File: src/rtl/core/wpo_pkg.sv
package wpo_pkg;

  localparam int SINE_BITS_DEF = 10;
  localparam int EXP_BITS_DEF  = 8;

  localparam int CFG_IDX_W  = 3;
  localparam int CFG_DATA_W = 24;
  localparam int MUL_W      = 37;   // signed operand width of the shared multiplier
  localparam int RES_W      = 48;   // signed result width after the shift

  localparam logic [63:0] TWO_PI_Q30 = 64'd6746518852;
  localparam logic [63:0] LN2_Q32    = 64'd2977044472;

  localparam logic signed [31:0] K_484   = 32'sd81201725;
  localparam logic signed [31:0] K_13    = 32'sd21810381;
  localparam logic signed [31:0] K_18    = 32'sd30198989;
  localparam logic signed [31:0] K_019   = 32'sd3187671;
  localparam logic signed [31:0] C4_Q16  = 32'sd17145895;
  localparam logic [30:0]        FMAX_Q16 = 31'd1310720000;
  localparam logic signed [31:0] DIV6_M  = 32'sd5592406;   // ceil(2^25 / 6)
  localparam logic signed [23:0] DIV6_BIAS = 24'sd1572864; // 6 * 2^18

  typedef enum logic [CFG_IDX_W-1:0] {
    REG_COARSE    = 3'd0,
    REG_SEMITONE  = 3'd1,
    REG_FINE      = 3'd2,
    REG_WIDTH     = 3'd3,
    REG_PERIOD    = 3'd4,
    REG_SYNC_LOW  = 3'd5,
    REG_SYNC_HIGH = 3'd6
  } reg_idx_t;

  typedef enum logic [1:0] {
    ST_IDLE,
    ST_RUN,
    ST_HOLD
  } state_t;

  typedef enum logic [4:0] {
    OP_DIV6,
    OP_RD_E0,
    OP_RD_E1,
    OP_INTERP,
    OP_BASE,
    OP_INC,
    OP_RD_SINE,
    OP_SQ_A,
    OP_CUBE_A,
    OP_GAIN_A,
    OP_SAW_A,
    OP_SAW_B,
    OP_PH2,
    OP_ARG,
    OP_RD_PULSE,
    OP_SQ_B,
    OP_CUBE_B,
    OP_GAIN_B,
    OP_TRI_A,
    OP_TRI_B
  } op_t;

  typedef struct packed {
    logic signed [15:0] octave_cv;
    logic signed [15:0] pitch_cv;
    logic signed [15:0] width_cv;
    logic signed [15:0] sync_cv;
  } wpo_in_t;

  typedef struct packed {
    logic signed [15:0] sine_out;
    logic signed [15:0] saw_out;
    logic signed [15:0] pulse_out;
    logic signed [15:0] triangle_out;
  } wpo_out_t;

  typedef struct packed {
    logic signed [MUL_W-1:0] a;
    logic signed [MUL_W-1:0] b;
    logic [5:0]              sh;
    logic                    rnd;  // 1: round half away from zero, 0: floor
  } wpo_mul_req_t;

  function automatic logic [63:0] taylor_div(input logic [63:0] t, input int k);
    case (k)
      1:       return t / 64'd6;
      2:       return t / 64'd20;
      3:       return t / 64'd42;
      4:       return t / 64'd72;
      5:       return t / 64'd110;
      6:       return t / 64'd156;
      7:       return t / 64'd210;
      8:       return t / 64'd272;
      9:       return t / 64'd342;
      default: return t / 64'd420;
    endcase
  endfunction

  function automatic logic [63:0] exp_div(input logic [63:0] t, input int k);
    case (k)
      1:       return t;
      2:       return t / 64'd2;
      3:       return t / 64'd3;
      4:       return t / 64'd4;
      5:       return t / 64'd5;
      6:       return t / 64'd6;
      7:       return t / 64'd7;
      8:       return t / 64'd8;
      9:       return t / 64'd9;
      10:      return t / 64'd10;
      11:      return t / 64'd11;
      12:      return t / 64'd12;
      13:      return t / 64'd13;
      14:      return t / 64'd14;
      15:      return t / 64'd15;
      default: return t / 64'd16;
    endcase
  endfunction

  // sin(2*pi*j/2^bits) in Q1.30, quarter wave by series, rest by symmetry
  function automatic logic signed [31:0] sine_entry(input int j, input int bits);
    logic [63:0]        th;
    logic [63:0]        t;
    logic signed [63:0] s;
    int                 qn;
    int                 quad;
    int                 jj;
    int                 k;
    qn   = 1 << (bits - 2);
    quad = j >> (bits - 2);
    jj   = j & (qn - 1);
    if ((quad & 1) != 0) jj = qn - jj;
    th = (TWO_PI_Q30 * 64'(jj)) >> bits;
    t  = th;
    s  = signed'(th);
    for (k = 1; k <= 10; k++) begin
      t = (t * th) >> 30;
      t = (t * th) >> 30;
      t = taylor_div(t, k);
      if ((k & 1) != 0) s = s - signed'(t);
      else s = s + signed'(t);
    end
    if (s < 0) s = 0;
    if (s > 64'sd1073741824) s = 64'sd1073741824;
    return (quad >= 2) ? 32'(-s) : 32'(s);
  endfunction

  // 2^(i/2^bits) in Q.32
  function automatic logic [33:0] exp_entry(input int i, input int bits);
    logic [63:0] y;
    logic [63:0] s;
    logic [63:0] t;
    int          k;
    y = (LN2_Q32 * 64'(i)) >> bits;
    s = 64'd1 << 32;
    t = 64'd1 << 32;
    for (k = 1; k <= 16; k++) begin
      t = exp_div((t * y) >> 32, k);
      s = s + t;
    end
    return 34'(s);
  endfunction

endpackage

File: src/rtl/core/wpo_mul.sv
module wpo_mul import wpo_pkg::*; (
  input  logic                    clk,
  input  wpo_mul_req_t            req,
  output logic signed [RES_W-1:0] res
);

  localparam int PW = 2 * MUL_W;

  logic [MUL_W-1:0] mag_a;
  logic [MUL_W-1:0] mag_b;
  logic [PW-1:0]    prod_r;
  logic             neg_r;
  logic [5:0]       sh_r;
  logic             rnd_r;
  logic [PW-1:0]    rmag;
  logic signed [PW:0] sprod;
  logic signed [RES_W-1:0] res_nxt;

  assign mag_a = req.a[MUL_W-1] ? MUL_W'(-req.a) : MUL_W'(req.a);
  assign mag_b = req.b[MUL_W-1] ? MUL_W'(-req.b) : MUL_W'(req.b);

  // stage 1: magnitude product
  always_ff @(posedge clk) begin
    prod_r <= mag_a * mag_b;
    neg_r  <= req.a[MUL_W-1] ^ req.b[MUL_W-1];
    sh_r   <= req.sh;
    rnd_r  <= req.rnd;
  end

  // stage 2: sign, round or floor, scale
  always_comb begin
    rmag    = (prod_r + (PW'(1) << (sh_r - 6'd1))) >> sh_r;
    sprod   = neg_r ? -signed'({1'b0, prod_r}) : signed'({1'b0, prod_r});
    if (rnd_r) begin
      res_nxt = neg_r ? -RES_W'(rmag) : RES_W'(rmag);
    end else begin
      res_nxt = RES_W'(sprod >>> sh_r);
    end
  end

  always_ff @(posedge clk) begin
    res <= res_nxt;
  end

endmodule

File: config.mk
export PLATFORM = sky130hd
export DESIGN_NAME = wpo_mul
export DESIGN_NICKNAME = d
export VERILOG_FILES = /design/src/rtl/core/wpo_pkg.sv /design/src/rtl/core/wpo_mul.sv
export SDC_FILE = /design/constraint.sdc
export NUM_CORES = 2
export LEC_CHECK = 0
export BUFFER_PORTS_ARGS = -buffer_cell sky130_fd_sc_hd__buf_2
export CORE_ASPECT_RATIO = 1.75
export CORE_MARGIN = 5
export CORE_UTILIZATION = 55
export CTS_BUF_LIST = sky130_fd_sc_hd__clkbuf_8
export DETAILED_ROUTE_END_ITERATION = 8
export GPL_TIMING_DRIVEN = 0
export PLACE_DENSITY = 0.71
export SLEW_MARGIN = 20
export SYNTH_ARGS = -nofsm -noshare
export SYNTH_HDL_FRONTEND = slang
export SYNTH_SLANG_ARGS = --single-unit
export TNS_END_PERCENT = 5
File: constraint.sdc
create_clock -name clk -period 13.5 [get_ports clk]
set_clock_uncertainty 0.05 [all_clocks]
set_input_delay 1.35 -clock clk [delete_from_list [all_inputs] [get_ports clk]]
set_output_delay 1.35 -clock clk [all_outputs]
set_load 0.1 [all_outputs]
==> PnR_summary.wiki, run 1 <==
{| class="wikitable"
! Metric !! Value
|-
| Stopped at || 5_1_grt
|-
| Die Span X || 277 um
|-
| Count of synthesis-stage warnings from yosys || 0
|-
| Fraction of post-synthesis cell area in the top cell type by area || 35.8%
|-
| GRT Residual Overflow || 2210
|-
| Netlist area before placement || 68500 um2
|-
| Clock buffers created by TritonCTS || 17
|-
| Global-route wire length before repair || 738000 um
|-
| Most common cell in the netlist || sky130_fd_sc_hd__inv_1
|-
| Largest net degree at the start of global routing || 17
|-
| Post-Synthesis Cells || 8597
|-
| Sequential fraction of the synthesis area || 3.80%
|-
| Avg Synthesized Cell Area || 7.97 um2
|-
| Placer congestion estimate || 1.33
|-
| Top post-synthesis cells by area || sky130_fd_sc_hd__fa_1, sky130_fd_sc_hd__inv_1, sky130_fd_sc_hd__nand2_1
|-
| Std cell rows || 171
|-
| Buffers added on ports || 128
|-
| Effective utilization at floorplan || 55.3%
|-
| Number of different library cells in the post-synthesis netlist || 117
|-
| Top_reg_cell synth || sky130_fd_sc_hd__dfxtp_1
|-
| I/O pin count || 130
|-
| Vias in the first global route || 88600
|-
| Result of the run || stopped before the end
|-
| Number of synthesized register bits || 130
|-
| Commonest cells in the synthesized netlist || sky130_fd_sc_hd__inv_1, sky130_fd_sc_hd__nand2_1, sky130_fd_sc_hd__fa_1
|-
| Number of buffers inserted to repair setup after CTS || 0
|-
| Final HPWL from detailed placement || 332000 um
|-
| Buffer type at the clock tree root || sky130_fd_sc_hd__clkbuf_8
|-
| Clock Tree Buf Depth || 2
|-
| Dominant cell type by area after synthesis || sky130_fd_sc_hd__fa_1
|-
| Vertical extent of the die || 477 um
|-
| Share of synthesized registers carrying an async set or reset || 0%
|-
| Syn nets || 10300
|-
| CTS H-tree lvls || 4
|-
| Number of flops mapped to enable cells by yosys || 0
|-
| Error that ended the run || [ERROR GRT-0116] Global routing finished with congestion. Check the congestion regions in the DRC Viewer.
|-
| Tot GR Track Use || 73.6%
|-
| Clock Sinks || 130
|}
metrics by stage:
step           cells  instance area [um2]  util (%)  setup WS [ps]  setup TNS [ps]
2_1_floorplan   8597                68500         -           1300               0
3_3_place_gp   10400                71200      57.5          -3770         -169240
3_5_place_dp   10400                72800      58.8          -3530         -126780
4_1_cts        10500                73500      59.3          -11.0           -11.0
logic make-up after synthesis:
group | count (synthesis) | share of synthesized area, %
xor+xnor | 316 | 4.04
fa+ha+maj | 1598 | 42.6
buf+inv | 1841 | 10.2
mux | 315 | 5.20
flops | 130 | 3.80
compound gates | 1508 | 15.4
simple gates | 2889 | 18.8
what timing repair did:
item	CTS
resized for setup	75
hold buffers	0
endpoints found under the setup margin	88
pin swaps	1
layer usage:
| layer | global-route usage (%) | GRT overflow |
|---|---|---|
| met5 | 16.6 | 5 |
| met2 | 95.2 | 1460 |
| met3 | 52.4 | 35 |
| met1 | 71.0 | 11 |
| met4 | 79.5 | 699 |
==> inputs of run 2 (changes only) <==
- CORE_ASPECT_RATIO: 1.75 -> not set
- CORE_UTILIZATION: 55 -> 40
- CTS_BUF_LIST: sky130_fd_sc_hd__clkbuf_8 -> not set
- PLACE_DENSITY: 0.71 -> not set
- PLACE_DENSITY_LB_ADDON: not set -> 0.15
==> PnR_summary.wiki, run 2 <==
{| class="wikitable"
! Metric !! Value
|-
| Tightest Pin Transition || 1360 ps
|-
| Effective utilization at floorplan || 40.3%
|-
| Post-Synthesis Cells || 8597
|-
| Worst slew margin relative to its limit || 9.18%
|-
| Commonest non-fill, non-tap cell in the layout || sky130_fd_sc_hd__inv_1
|-
| Hold crit path type || primary input to register
|-
| Maximum frequency from static timing analysis || 0.0728 GHz
|-
| Vertical extent of the die || 424 um
|-
| Number of max-cap violations || 0
|-
| Avg Synthesized Cell Area || 7.97 um2
|-
| Arrival time of the worst setup path || 14050 ps
|-
| Share of the cycle needed by the critical path after routing || 102%
|-
| Endpoints failing hold || 0
|-
| Count of final setup violators || 8
|-
| Largest net degree at the start of global routing || 18
|-
| DR DRC count || 0
|-
| Vias post-DR || 70900
|-
| Detailed Routing Iterations Pass 1 || 6
|-
| Maximum cell stage delay along the critical path || 710 ps
|-
| Critical path start-end classification || register to register
|-
| CTS tree || done
|-
| Placeable Area || 170000 um2
|-
| Sequential fraction of the synthesis area || 3.80%
|-
| Buffers added on ports || 128
|-
| Syn nets || 10300
|-
| Result of the run || finished, violations left
|-
| Layout overhead on the synthesized area || 9.18%
|-
| Netlist area before placement || 68500 um2
|-
| Number of different library cells in the post-synthesis netlist || 117
|-
| Fraction of layout cells with a size suffix above 1 || 8.11%
|-
| Type of element capturing the critical path || register
|-
| Fin. max-slew vios || 0
|-
| Cell with the biggest individual delay on the critical path || sky130_fd_sc_hd__clkbuf_1
|-
| Most common cell in the netlist || sky130_fd_sc_hd__inv_1
|-
| Max reg flops || 74
|-
| GRT Residual Overflow || 0
|-
| Placer congestion estimate || 1.15
|-
| Number of synthesized register bits || 130
|-
| Buffer type at the clock tree root || sky130_fd_sc_hd__clkbuf_16
|-
| Violations in the final reports || negative setup slack
|-
| Area of the die || 180000 um2
|-
| Worst-skew pair later-pin latency || 560 ps
|-
| Count of routing violations after the opening detailed-route iteration || 8315
|-
| Number of cells on the worst hold path || 1
|-
| Largest registers || prod_r (74), res (48), sh_r (6)
|-
| Clock-pin slew on the worst setup and hold paths || 110 ps
|-
| Std cell rows || 151
|-
| Non-filler instance count after layout || 11100
|-
| Clock Sinks || 130
|-
| Count of synthesis-stage warnings from yosys || 0
|-
| Antenna violations before repair || 16
|-
| Clock buffers created by TritonCTS || 17
|-
| Clock period minus worst slack || 13730 ps
|-
| Number of flops mapped to enable cells by yosys || 0
|-
| Share of synthesized registers carrying an async set or reset || 0%
|-
| # placed instances || 11000
|-
| Dominant cell type by area after synthesis || sky130_fd_sc_hd__fa_1
|-
| Top register by number of flip-flops || prod_r
|-
| Sum of routed wire length over all layers || 414000 um
|-
| Routed vias/inst || 6.40
|-
| NumNets Final || 10500
|-
| Slack of the critical path || -232 ps
|-
| Tot GR Track Use || 45.4%
|-
| Hold Startpoint || req[2]
|-
| Wire per inst || 37.4 um
|-
| Worst setup slack before clock tree synthesis || -3130 ps
|-
| Final HPWL from detailed placement || 344000 um
|-
| Worst path required time || 13820 ps
|-
| Count of hold buffers inserted by post-cts repair || 0
|-
| Most frequent cells in the layout || sky130_fd_sc_hd__inv_1, sky130_fd_sc_hd__nand2_1, sky130_fd_sc_hd__fa_1
|-
| CTS H-tree lvls || 4
|-
| Top_reg_cell synth || sky130_fd_sc_hd__dfxtp_1
|-
| Startpoint of the lowest-slack register-to-register path || sh_r[0]
|-
| Vias in the first global route || 71300
|-
| Largest fanout on the critical path || 10
|-
| I/O pin count || 130
|-
| Critical path origin || sh_r[0]
|-
| Global-route wire length before repair || 569000 um
|-
| Clock Tree Buf Depth || 2
|-
| Number of cells on the worst reg-to-reg path || 27
|-
| Fraction of post-synthesis cell area in the top cell type by area || 35.8%
|-
| Top post-synthesis cells by area || sky130_fd_sc_hd__fa_1, sky130_fd_sc_hd__inv_1, sky130_fd_sc_hd__nand2_1
|-
| Die Span X || 424 um
|-
| Most prevalent standard cell on the critical path || sky130_fd_sc_hd__clkbuf_1
|-
| Nature of the critical path startpoint || register
|-
| Commonest cells in the synthesized netlist || sky130_fd_sc_hd__inv_1, sky130_fd_sc_hd__nand2_1, sky130_fd_sc_hd__fa_1
|-
| Remaining antenna violation count || 0
|}
## run 2: timing repair
action,4_1_cts,5_1_grt
setup endpoints to repair,82,47
hold endpoints to repair,0,0
buffers inserted,0,7
pin swaps,0,3
resized for setup,68,69
## run 2: final timing paths
path              to  slack [ps]
min          sh_r[1]         830
max          res[40]        -230
min reg2reg  res[42]         870
max reg2reg  res[40]        -230
## run 2: logic make-up after synthesis
logic type,Yosys count,share of synthesized area [%]
xor gates and xnor gates,316,4.04
muxes,315,5.20
DFF,130,3.80
and+or+nand+nor,2889,18.8
adders and majority gates,1598,42.6
buffers and inverters,1841,10.2
AOI/OAI and AO/OA,1508,15.4
## run 2: area by class of cell
class / count / area, um2
Clock inverter: 14 / 173
Sequential cell: 130 / 2600
Buffer: 486 / 2090
Timing Repair Buffer: 209 / 1540
Inverter: 1349 / 5070
Fill cell: 17400 / 95100
Antenna cell: 18 / 45.0
Multi-Input combinational cell: 6626 / 60100
Clock buffer: 18 / 429
Tap cell: 2218 / 2780
## run 2: routing by layer
| metal | global-route usage, % | part of all wire [%] | vias to the layer above |
|---|---|---|---|
| met4 | 44.1 | 13 | 8 |
| met3 | 12.0 | 10 | 1686 |
| li1 | - | - | 28800 |
| met2 | 70.1 | 43 | 4904 |
| met5 | 0 | 0.011 | - |
| met1 | 50.3 | 34 | 35500 |
## run 2: worst max-delay path: cells and delay by family (launching register included)
family | cells | cell delay, ps
fa+ha+maj | 1 | 400
simple gates | 6 | 2880
buf+inv | 8 | 4450
flops | 1 | 500
compound gates | 12 | 5160
## run 2: through the flow
| stage | instance area (um2) | util [%] | setup TNS (ps) | hold WS (ps) |
|---|---|---|---|---|
| detailed placement | 73600 | 43.3 | -110070 | 823 |
| CTS | 74500 | 43.8 | 0 | 808 |
| floorplan | 68500 | - | 0 | 632 |
| global route | 74800 | 44.0 | -219 | 828 |
| global placement | 71900 | 42.3 | -181780 | 820 |
| finish | 74800 | 44.0 | -1080 | 832 |
Power of run 2 is left out: the tool's default activity adds up to more than one toggle a clock period on the data nets, which glitch-free logic cannot reach.
